**src/pcg32_pkg.sv**
```systemverilog
package pcg32_pkg;

  localparam logic [63:0] PCG_MULT        = 64'h5851f42d4c957f2d;
  localparam logic [63:0] PCG_SEED_OFFSET = 64'h853c49e6748fac9c;

  localparam logic [1:0] ACT_RESEED  = 2'd0;
  localparam logic [1:0] ACT_RAW     = 2'd1;
  localparam logic [1:0] ACT_BOUNDED = 2'd2;

  typedef enum logic [3:0] {
    OP_IDLE      = 4'd0,
    OP_ACCEPT    = 4'd1,
    OP_SEED_INIT = 4'd2,
    OP_MUL0      = 4'd3,
    OP_MUL1      = 4'd4,
    OP_MUL2      = 4'd5,
    OP_MUL3      = 4'd6,
    OP_OFFSET    = 4'd7,
    OP_THR_LD    = 4'd8,
    OP_MOD_LD    = 4'd9,
    OP_DIV_STEP  = 4'd10,
    OP_OUT_RAW   = 4'd11,
    OP_OUT_MOD   = 4'd12,
    OP_OUT_ZERO  = 4'd13,
    OP_OUT_BAD   = 4'd14
  } dp_op_t;

  typedef struct packed {
    dp_op_t op;
  } pcg_cmd_t;

  typedef struct packed {
    logic out_free;
    logic div_last;
    logic below_thr;
  } pcg_stat_t;

endpackage

```
**src/pcg32_ifs.sv**
```systemverilog
interface pcg32_req_if;
  logic        valid;
  logic        ready;
  logic [1:0]  action;
  logic [31:0] bound;
  modport source (output valid, output action, output bound, input ready);
  modport sink (input valid, input action, input bound, output ready);
endinterface

interface pcg32_rsp_if;
  logic        valid;
  logic        ready;
  logic [31:0] value;
  logic        bad_bound;
  modport source (output valid, output value, output bad_bound, input ready);
  modport sink (input valid, input value, input bad_bound, output ready);
endinterface

interface pcg32_cfg_if;
  logic        valid;
  logic        ready;
  logic [62:0] sequence_index;
  modport source (output valid, output sequence_index, input ready);
  modport sink (input valid, input sequence_index, output ready);
endinterface

```
**src/pcg32_datapath.sv**
```systemverilog
module pcg32_datapath (
  input  logic                clk,
  input  logic                rst,
  input  pcg32_pkg::pcg_cmd_t cmd,
  output pcg32_pkg::pcg_stat_t stat,
  input  logic [31:0]         in_bound,
  input  logic                cfg_we,
  input  logic [62:0]         cfg_data,
  input  logic                out_ready,
  output logic                out_valid,
  output logic [31:0]         out_value,
  output logic                out_bad_bound
);
  import pcg32_pkg::*;

  function automatic logic [31:0] permute(input logic [63:0] old);
    logic [63:0] xs;
    logic [31:0] mixed;
    logic [63:0] dbl;
    xs    = old ^ (old >> 18);
    mixed = xs[58:27];
    dbl   = {mixed, mixed} >> old[63:59];
    return dbl[31:0];
  endfunction

  logic [62:0] seq_index;
  logic [63:0] lcg_state;
  logic [63:0] lcg_inc;
  logic [63:0] acc;
  logic [63:0] prod;
  logic [31:0] mul_a;
  logic [31:0] mul_b;
  logic [31:0] rnd;
  logic [31:0] bound;
  logic [31:0] rem;
  logic [31:0] dvd;
  logic [4:0]  cnt;
  logic [32:0] rem_sh;
  logic [32:0] rem_sub;

  always_comb begin
    case (cmd.op)
      OP_MUL1: begin
        mul_a = lcg_state[63:32];
        mul_b = PCG_MULT[31:0];
      end
      OP_MUL2: begin
        mul_a = lcg_state[31:0];
        mul_b = PCG_MULT[63:32];
      end
      default: begin
        mul_a = lcg_state[31:0];
        mul_b = PCG_MULT[31:0];
      end
    endcase
  end

  assign rem_sh  = {rem, dvd[31]};
  assign rem_sub = rem_sh - {1'b0, bound};

  assign stat.out_free  = !out_valid || out_ready;
  assign stat.div_last  = (cnt == 5'd31);
  assign stat.below_thr = (rnd < rem);

  always_ff @(posedge clk) begin
    prod <= {32'd0, mul_a} * {32'd0, mul_b};
    unique case (cmd.op)
      OP_ACCEPT: bound <= in_bound;
      OP_SEED_INIT: begin
        lcg_inc   <= {seq_index, 1'b1};
        lcg_state <= '0;
      end
      OP_MUL0: rnd <= permute(lcg_state);
      OP_MUL1: acc <= prod + lcg_inc;
      OP_MUL2: acc <= acc + {prod[31:0], 32'd0};
      OP_MUL3: lcg_state <= acc + {prod[31:0], 32'd0};
      OP_OFFSET: lcg_state <= lcg_state + PCG_SEED_OFFSET;
      OP_THR_LD: begin
        rem <= '0;
        dvd <= ~bound + 32'd1;
        cnt <= '0;
      end
      OP_MOD_LD: begin
        rem <= '0;
        dvd <= rnd;
        cnt <= '0;
      end
      OP_DIV_STEP: begin
        rem <= (rem_sh >= {1'b0, bound}) ? rem_sub[31:0] : rem_sh[31:0];
        dvd <= {dvd[30:0], 1'b0};
        cnt <= cnt + 5'd1;
      end
      OP_OUT_RAW: begin
        out_value     <= rnd;
        out_bad_bound <= 1'b0;
      end
      OP_OUT_MOD: begin
        out_value     <= rem;
        out_bad_bound <= 1'b0;
      end
      OP_OUT_ZERO: begin
        out_value     <= '0;
        out_bad_bound <= 1'b0;
      end
      OP_OUT_BAD: begin
        out_value     <= '0;
        out_bad_bound <= 1'b1;
      end
      default: ;
    endcase
  end

  always_ff @(posedge clk) begin
    if (rst) begin
      seq_index <= '0;
      out_valid <= 1'b0;
    end else begin
      if (cfg_we) begin
        seq_index <= cfg_data;
      end
      if (cmd.op == OP_OUT_RAW || cmd.op == OP_OUT_MOD ||
          cmd.op == OP_OUT_ZERO || cmd.op == OP_OUT_BAD) begin
        out_valid <= 1'b1;
      end else if (out_ready) begin
        out_valid <= 1'b0;
      end
    end
  end

endmodule

```
**src/pcg32_ctrl.sv**
```systemverilog
module pcg32_ctrl (
  input  logic                 clk,
  input  logic                 rst,
  input  logic                 in_valid,
  input  logic [1:0]           in_action,
  input  logic                 in_bound_zero,
  output logic                 in_ready,
  input  pcg32_pkg::pcg_stat_t stat,
  output pcg32_pkg::pcg_cmd_t  cmd
);
  import pcg32_pkg::*;

  typedef enum logic [12:0] {
    S_IDLE   = 13'b0000000000001,
    S_INIT   = 13'b0000000000010,
    S_M0     = 13'b0000000000100,
    S_M1     = 13'b0000000001000,
    S_M2     = 13'b0000000010000,
    S_M3     = 13'b0000000100000,
    S_OFS    = 13'b0000001000000,
    S_THR_LD = 13'b0000010000000,
    S_THR    = 13'b0000100000000,
    S_CMP    = 13'b0001000000000,
    S_MOD_LD = 13'b0010000000000,
    S_MOD    = 13'b0100000000000,
    S_OUT    = 13'b1000000000000
  } state_t;

  typedef enum logic [2:0] {
    T_BOOT = 3'd0,
    T_SEED = 3'd1,
    T_RAW  = 3'd2,
    T_BND  = 3'd3,
    T_BAD  = 3'd4,
    T_NONE = 3'd5
  } job_t;

  state_t state, state_next;
  job_t   job, job_next;
  logic   second, second_next;

  assign in_ready = (state == S_IDLE);

  always_comb begin
    state_next  = state;
    job_next    = job;
    second_next = second;
    cmd.op      = OP_IDLE;
    unique case (state)
      S_IDLE: begin
        if (in_valid) begin
          cmd.op = OP_ACCEPT;
          case (in_action)
            ACT_RESEED: begin
              job_next   = T_SEED;
              state_next = S_INIT;
            end
            ACT_RAW: begin
              job_next   = T_RAW;
              state_next = S_M0;
            end
            ACT_BOUNDED: begin
              job_next   = in_bound_zero ? T_BAD : T_BND;
              state_next = in_bound_zero ? S_OUT : S_THR_LD;
            end
            default: begin
              job_next   = T_NONE;
              state_next = S_OUT;
            end
          endcase
        end
      end
      S_INIT: begin
        cmd.op      = OP_SEED_INIT;
        second_next = 1'b0;
        state_next  = S_M0;
      end
      S_M0: begin
        cmd.op     = OP_MUL0;
        state_next = S_M1;
      end
      S_M1: begin
        cmd.op     = OP_MUL1;
        state_next = S_M2;
      end
      S_M2: begin
        cmd.op     = OP_MUL2;
        state_next = S_M3;
      end
      S_M3: begin
        cmd.op = OP_MUL3;
        case (job) inside
          T_BOOT, T_SEED: begin
            if (!second) begin
              state_next = S_OFS;
            end else begin
              state_next = (job == T_BOOT) ? S_IDLE : S_OUT;
            end
          end
          T_BND:   state_next = S_CMP;
          default: state_next = S_OUT;
        endcase
      end
      S_OFS: begin
        cmd.op      = OP_OFFSET;
        second_next = 1'b1;
        state_next  = S_M0;
      end
      S_THR_LD: begin
        cmd.op     = OP_THR_LD;
        state_next = S_THR;
      end
      S_THR: begin
        cmd.op = OP_DIV_STEP;
        if (stat.div_last) begin
          state_next = S_M0;
        end
      end
      S_CMP: begin
        state_next = stat.below_thr ? S_M0 : S_MOD_LD;
      end
      S_MOD_LD: begin
        cmd.op     = OP_MOD_LD;
        state_next = S_MOD;
      end
      S_MOD: begin
        cmd.op = OP_DIV_STEP;
        if (stat.div_last) begin
          state_next = S_OUT;
        end
      end
      S_OUT: begin
        if (stat.out_free) begin
          case (job)
            T_RAW:   cmd.op = OP_OUT_RAW;
            T_BND:   cmd.op = OP_OUT_MOD;
            T_BAD:   cmd.op = OP_OUT_BAD;
            default: cmd.op = OP_OUT_ZERO;
          endcase
          state_next = S_IDLE;
        end
      end
      default: state_next = S_IDLE;
    endcase
  end

  always_ff @(posedge clk) begin
    if (rst) begin
      state  <= S_INIT;
      job    <= T_BOOT;
      second <= 1'b0;
    end else begin
      state  <= state_next;
      job    <= job_next;
      second <= second_next;
    end
  end

endmodule

```
**src/pcg32_random_generator.sv**
```systemverilog
// PCG32 XSH-RR random number generator.
// req channel: action (reseed, raw draw, bounded draw) and bound. One item
// is worked at a time; req.ready is high only while the block is idle.
// rsp channel: one item per request, value and bad_bound, held in an
// output register so the core can finish while a result waits.
// cfg channel: sequence_index, always ready, used at the next reseed.
// Work from req accept to rsp valid:
//   raw draw       LCG step in states M0-M3 on one shared 32x32 multiplier
//   reseed         two LCG steps plus the offset add
//   bad bound / unused action  straight to the output state
//   bounded draw   LCG steps for the first and each rejected draw; the
//                  bit-serial remainder unit runs once for the threshold
//                  and once for the final modulo
// Reset: synchronous, active high. After reset the block seeds itself for
// sequence zero, with req.ready low.
// A stalled rsp holds its item; the core may accept and work one more
// request, then waits in its output state until the pending item is taken.
module pcg32_random_generator (
  input logic         clk,
  input logic         rst,
  pcg32_req_if.sink   req,
  pcg32_rsp_if.source rsp,
  pcg32_cfg_if.sink   cfg
);
  import pcg32_pkg::*;

  pcg_cmd_t  cmd;
  pcg_stat_t stat;

  assign cfg.ready = 1'b1;

  pcg32_ctrl u_ctrl (
    .clk           (clk),
    .rst           (rst),
    .in_valid      (req.valid),
    .in_action     (req.action),
    .in_bound_zero (req.bound == 32'd0),
    .in_ready      (req.ready),
    .stat          (stat),
    .cmd           (cmd)
  );

  pcg32_datapath u_datapath (
    .clk           (clk),
    .rst           (rst),
    .cmd           (cmd),
    .stat          (stat),
    .in_bound      (req.bound),
    .cfg_we        (cfg.valid),
    .cfg_data      (cfg.sequence_index),
    .out_ready     (rsp.ready),
    .out_valid     (rsp.valid),
    .out_value     (rsp.value),
    .out_bad_bound (rsp.bad_bound)
  );

endmodule

```
**src/flat_wrapper.sv**
```systemverilog
// flat-port wrapper written by rule: the top's interface ports become plain ports
module pcg32_random_generator_flat import pcg32_pkg::*;
  (clk, rst, req_valid, req_action, req_bound, req_ready, rsp_valid, rsp_value, rsp_bad_bound, rsp_ready, cfg_valid, cfg_sequence_index, cfg_ready);
  pcg32_req_if req_i ();
  pcg32_rsp_if rsp_i ();
  pcg32_cfg_if cfg_i ();
  input logic clk;
  input logic rst;
  input wire logic [$bits(req_i.valid)-1:0] req_valid;
  input wire logic [$bits(req_i.action)-1:0] req_action;
  input wire logic [$bits(req_i.bound)-1:0] req_bound;
  output wire logic [$bits(req_i.ready)-1:0] req_ready;
  output wire logic [$bits(rsp_i.valid)-1:0] rsp_valid;
  output wire logic [$bits(rsp_i.value)-1:0] rsp_value;
  output wire logic [$bits(rsp_i.bad_bound)-1:0] rsp_bad_bound;
  input wire logic [$bits(rsp_i.ready)-1:0] rsp_ready;
  input wire logic [$bits(cfg_i.valid)-1:0] cfg_valid;
  input wire logic [$bits(cfg_i.sequence_index)-1:0] cfg_sequence_index;
  output wire logic [$bits(cfg_i.ready)-1:0] cfg_ready;
  assign req_i.valid = req_valid;
  assign req_i.action = req_action;
  assign req_i.bound = req_bound;
  assign req_ready = req_i.ready;
  assign rsp_valid = rsp_i.valid;
  assign rsp_value = rsp_i.value;
  assign rsp_bad_bound = rsp_i.bad_bound;
  assign rsp_i.ready = rsp_ready;
  assign cfg_i.valid = cfg_valid;
  assign cfg_i.sequence_index = cfg_sequence_index;
  assign cfg_ready = cfg_i.ready;
  pcg32_random_generator u_core (.clk(clk), .rst(rst), .req(req_i), .rsp(rsp_i), .cfg(cfg_i));
endmodule
```
**config.mk**
```make
export PLATFORM = sky130hd
export DESIGN_NAME = pcg32_random_generator_flat
export DESIGN_NICKNAME = d
export VERILOG_FILES = /design/src/pcg32_pkg.sv /design/src/pcg32_ifs.sv /design/src/pcg32_datapath.sv /design/src/pcg32_ctrl.sv /design/src/pcg32_random_generator.sv /design/src/flat_wrapper.sv
export SDC_FILE = /design/constraint.sdc
export NUM_CORES = 2
export LEC_CHECK = 0
export BUFFER_PORTS_ARGS = -buffer_cell sky130_fd_sc_hd__buf_2
export CORE_MARGIN = 4
export CORE_UTILIZATION = 53
export CTS_BUF_LIST = sky130_fd_sc_hd__clkbuf_4 sky130_fd_sc_hd__clkbuf_8
export DETAILED_ROUTE_END_ITERATION = 6
export PLACE_DENSITY_LB_ADDON = 0.1
export SLEW_MARGIN = 15
export SYNTH_ARGS = -nofsm -noshare
export SYNTH_HDL_FRONTEND = slang
export SYNTH_HIERARCHICAL = 1
export SYNTH_SLANG_ARGS = --single-unit
```
**constraint.sdc**
```tcl
create_clock -name clk -period 10.5 [get_ports clk]
set_clock_uncertainty 0.1 [all_clocks]
set_input_delay 0.525 -clock clk [delete_from_list [all_inputs] [get_ports clk]]
set_output_delay 0.525 -clock clk [all_outputs]
set_load 0.01 [all_outputs]
```
# After elaboration in Yosys (flattened, before gate mapping)
# Cells that the tools add are included.
# totals
regBits	502
input_bits	102
# classes
n_bitwise	2
shifts	1
addsub	6
n_reduce_logical	24
n_mux	31
n_mul	1
n_lt_le_gt_ge	2
eq_ne	38
# ops
operator	n
case mux 32 bit (3 select lines)	2
case mux 64 bit (3 select lines)	1
case mux 13 bit (12 select lines)	1
adder 64 bit	2
case mux 64 bit (2 select lines)	1
2-to-1 mux 13 bit	9
adder 64 bit, second input constant	1
multiplier 32 x 32 -> 64 bit	1
2-to-1 mux 32 bit	2
case mux 32 bit (2 select lines)	1
>> shifter 64 x 5 -> 32 bit	1
bitwise XOR 59 x 46 -> 59 bit	1
case mux 4 bit (11 select lines)	1
case mux 13 bit (3 select lines)	1
greater-or-equal comparator 33 x 32 -> 1 bit	1
adder 32 x 1 -> 32 bit, second input constant	1
zero test 32 bit	1
less-than comparator 32 bit	1
NOT 32 bit	1
subtractor 32 bit	1
2-to-1 mux 29 bit	1
equality test 4 bit, second input constant	7
case mux 3 bit (3 select lines)	2
equality test 4 x 3 -> 1 bit, second input constant	4
other kinds (40)	60

# Depth between registers and ports, before layout
# logic_depth
ltp_word	9
depth_mapped	43
depth_no_buf	38

# Modules after synthesis
# The synthesis kept the hierarchy.
# by_module_without_submodules
mod	cells_per_inst	area_each_um2	n_inst
pcg32_datapath	5206	50795.0	1
pcg32_ctrl	151	1198.6	1
pcg32_random_generator	13	83.8	1

# Worst setup path after synthesis
# No wires, ideal clock.
# synth_path
path_type	reg2reg
from	register u_core.u_ctrl.state[5]
to	register u_core.u_datapath.prod[60]
path_buffers	8
t_arrival_ns	10.271
path_stages_with_launch	41
setup_slack_ns	0.002
setup_ns	0.127
cell_sequence	dfxtp_1 > buf_6 > nor4_4 > and3_1 > nand4b_1 > o221ai_1 > clkbuf_1 > nand2b_1 > clkbuf_1 > nor3_1 > buf_2 > buf_2 > buf_2 > buf_2 > mux2i_1 > inv_1 > fa_1 > fa_1 > (+5 left out) > fa_1 > fa_1 > inv_1 > fa_1 > inv_1 > ha_1 > clkbuf_1 > a21o_1 > a21oi_1 > nor2b_1 > o2111a_1 > a211oi_1 > o21ai_0 > nand3_1 > o211ai_1 > o211ai_1 > o21ai_0 > xor2_1
# synth_rtl
element	line_no	text
from (decl)	pcg32_ctrl.sv:38	state_t state, state_next;
from (signal assigned)	pcg32_ctrl.sv:153	state <= state_next;
to (signal assigned)	pcg32_datapath.sv:66	prod <= {32'd0, mul_a} * {32'd0, mul_b};
to (decl)	pcg32_datapath.sv:30	logic [63:0] prod;

==> results by group <==
Status
  • Status: completed

Route
  • Remaining DRCs: 0
  • Avg Vias per Cell: 5.70
  • Iter 0 DRT Violations: 3399
  • DR pass1 iterations: 6
  • Via count: 39800
  • WL final: 159000 um
  • Wirelength per Cell: 22.8 um
  • Post-route ant nets: 0

Yosys
  • Register area share after synthesis: 0.262
  • Commonest cells post-synth: 841 x inv_1, 575 x ha_1, 538 x fa_1
  • Predominant post-synthesis flop cell: edfxtp_1
  • Warnings, synthesis: 6
  • Synth cell types: 109
  • Synthesized instance count: 5370
  • EDFF count, synth: 357
  • FFs w/ async S/R, synth: 0
  • Dominant cell type by area after synthesis: fa_1
  • Syn_area_per_cell: 9.70 um2
  • Count leader, synth: inv_1
  • Netlist Area Pre-Place: 52100 um2
  • Yosys top cell area share: 0.207
  • Seq cells post-synth: 502
  • Synth top area cells: fa_1 21%, edfxtp_1 21%, ha_1 14%

Global route
  • Largest net degree at the start of global routing: 75
  • Initial antenna violation count: 2
  • Global Route Usage Sum: 0.309
  • Vias in the first global route: 40200
  • GR Overflow Total: 0
  • First-pass GRT wire length: 242000 um

CTS
  • H-tree depth: 3
  • Clk slew on worst S/H paths: 0.07 ns
  • Clock Latency Late Sink: 0.74 ns
  • CTS Buffer Depth: 3
  • Root Driver: clkbuf_8
  • CTS sink cnt: 502
  • CTS Buf Count: 90
  • CTS tree: built

Worst setup path
  • Max stage delay on crit path: 0.73 ns
  • CP Max Fanout: 25
  • Slowest cell on the critical path: nor2_1
  • Most Frequent Cell on Critical Path: fa_1
  • Crit path launch type: flop
  • CP Class: reg2reg
  • Worst EP arrival: 10.65 ns
  • Worst setup EP type: flop
  • Required time worst endpoint: 10.96 ns

Timing
  • Fin crit share: 0.970
  • Fmax: 98.2 MHz
  • Fin. Hold Viols: 0
  • Max_slew headroom: 0.236
  • Slew Limit Fails: 0
  • Crit path time final: 10.18 ns
  • Worst-margin pin slew: 1.14 ns
  • Setup Viol. Count Final: 0
  • RSZ-0062 raised after global routing: no
  • Worst-case hold slack: 0.0898 ns

Die
  • # IOs: 138
  • Die width: 321 um
  • Cell Rows: 114
  • Die area: 103000 um2
  • Area of the core: 97100 um2
  • Initial core utilization: 0.536
  • Die Span Y: 321 um

Placement
  • PortBufs: 136
  • RePlAce Congestion: 0.968
  • DPL Wire Length: 131000 um

Layout
  • Layout cell share with drive strength beyond 1: 0.0971
  • Nets: 6855
  • Layout area overhead: 10.9%

Run
  • Max-Cap Viols: 0

Hold path
  • Hold/Removal Path Class: in2reg
==> path summary, 6_finish.rpt <==
kind	startpoint	to	slack [ns]	cells after the start
min reg2reg	u_core/u_datapath/seq_index[24]	u_core/u_datapath/lcg_inc[25]	0.31	0
min	req_valid	u_core/u_ctrl/job[0]	0.09	4
max	u_core/u_ctrl/state[5]	u_core/u_datapath/prod[57]	0.32	32
max reg2reg	u_core/u_ctrl/state[5]	u_core/u_datapath/prod[57]	0.32	32
==> worst max-delay path, delay by kind of cell, from the launching register on <==
kind | cells | cell delay, ns
adders and majority gates | 9 | 4.46
and+or+nand+nor | 7 | 2.31
AOI/OAI and AO/OA | 8 | 1.65
buffers and inverters | 7 | 0.88
DFF | 1 | 0.41
xor gates and xnor gates | 1 | 0.19
==> kinds of logic after synthesis <==
logic type,Yosys count,share of synthesized area
AND/OR/NAND/NOR,1181,0.104
adder cells (fa/ha/maj),1113,0.345
buffers and inverters,1064,0.0780
AO/OA/AOI/OAI,1026,0.124
flip-flops,502,0.262
XOR/XNOR,294,0.0494
multiplexers,187,0.0374
other,3,0.000216
==> layout by cell type, fill, tap and decap left out, drive strengths merged, types with 33 or more instances in the layout <==
| master | instances |
|---|---|
| ha | 575 |
| nand2 | 311 |
| dlygate4sd3 | 98 |
| edfxtp | 357 |
| a22o | 34 |
| inv | 850 |
| nand4 | 62 |
| a21o | 117 |
| a21oi | 310 |
| buf | 262 |
| dfxtp | 145 |
| xor2 | 118 |
| fa | 538 |
| nor3 | 78 |
| nand3 | 63 |
| nor2 | 471 |
| xnor2 | 176 |
| a211oi | 37 |
| o21ai | 278 |
| clkinv | 33 |
| mux2i | 154 |
| clkbuf | 129 |
==> per-layer routing <==
metal / share of wire / global-route usage
met4: 0.056 / 0.148
met1: 0.42 / 0.401
met2: 0.48 / 0.517
met3: 0.050 / 0.0359
met5: 0 / 0
==> state kept, by name (all words and copies together) (netlist names), 63 cells and up <==
signal,cells
u_core/u_datapath/acc,64
u_core/u_datapath/lcg_inc,63
u_core/u_datapath/lcg_state,64
u_core/u_datapath/prod,64
u_core/u_datapath/seq_index,63
==> area by class of cell <==
cell class	instances	area, um2
clock buffers	129	1580
fillers	8502	39400
inverters	853	3210
diodes	1	2.50
flip-flops and latches	502	13600
repair buffers	360	2640
well taps	1276	1600
clock inverters	39	358
multi-input cells	3833	34700
==> per-stage QoR <==
| stage | setup TNS, ns | setup WS [ns] | instances | instance area [um2] | util |
|---|---|---|---|---|---|
| 6_report | 0 | 0.316 | 6993 | 57700 | 0.594 |
| 5_1_grt | 0 | 0.00784 | 6993 | 57700 | 0.594 |
| 4_1_cts | 0 | 0.0304 | 6985 | 57600 | 0.593 |
| 3_5_place_dp | -0.983 | -0.285 | 6718 | 54600 | 0.562 |
| 3_3_place_gp | -0.294 | -0.206 | 6718 | 54600 | 0.562 |
| 2_1_floorplan | 0 | 0.00200 | 5399 | 52200 | - |
==> timing repair <==
item	in CTS	in global routing
buffers inserted	1	7
endpoints found under the hold margin	97	0
gates resized for setup	6	22
endpoints found under the setup margin	12	17
hold buffers	98	0
pin swaps	1	1
Power is left out: the tool's default activity adds up to more than one toggle a clock period on the data nets, which glitch-free logic cannot reach.
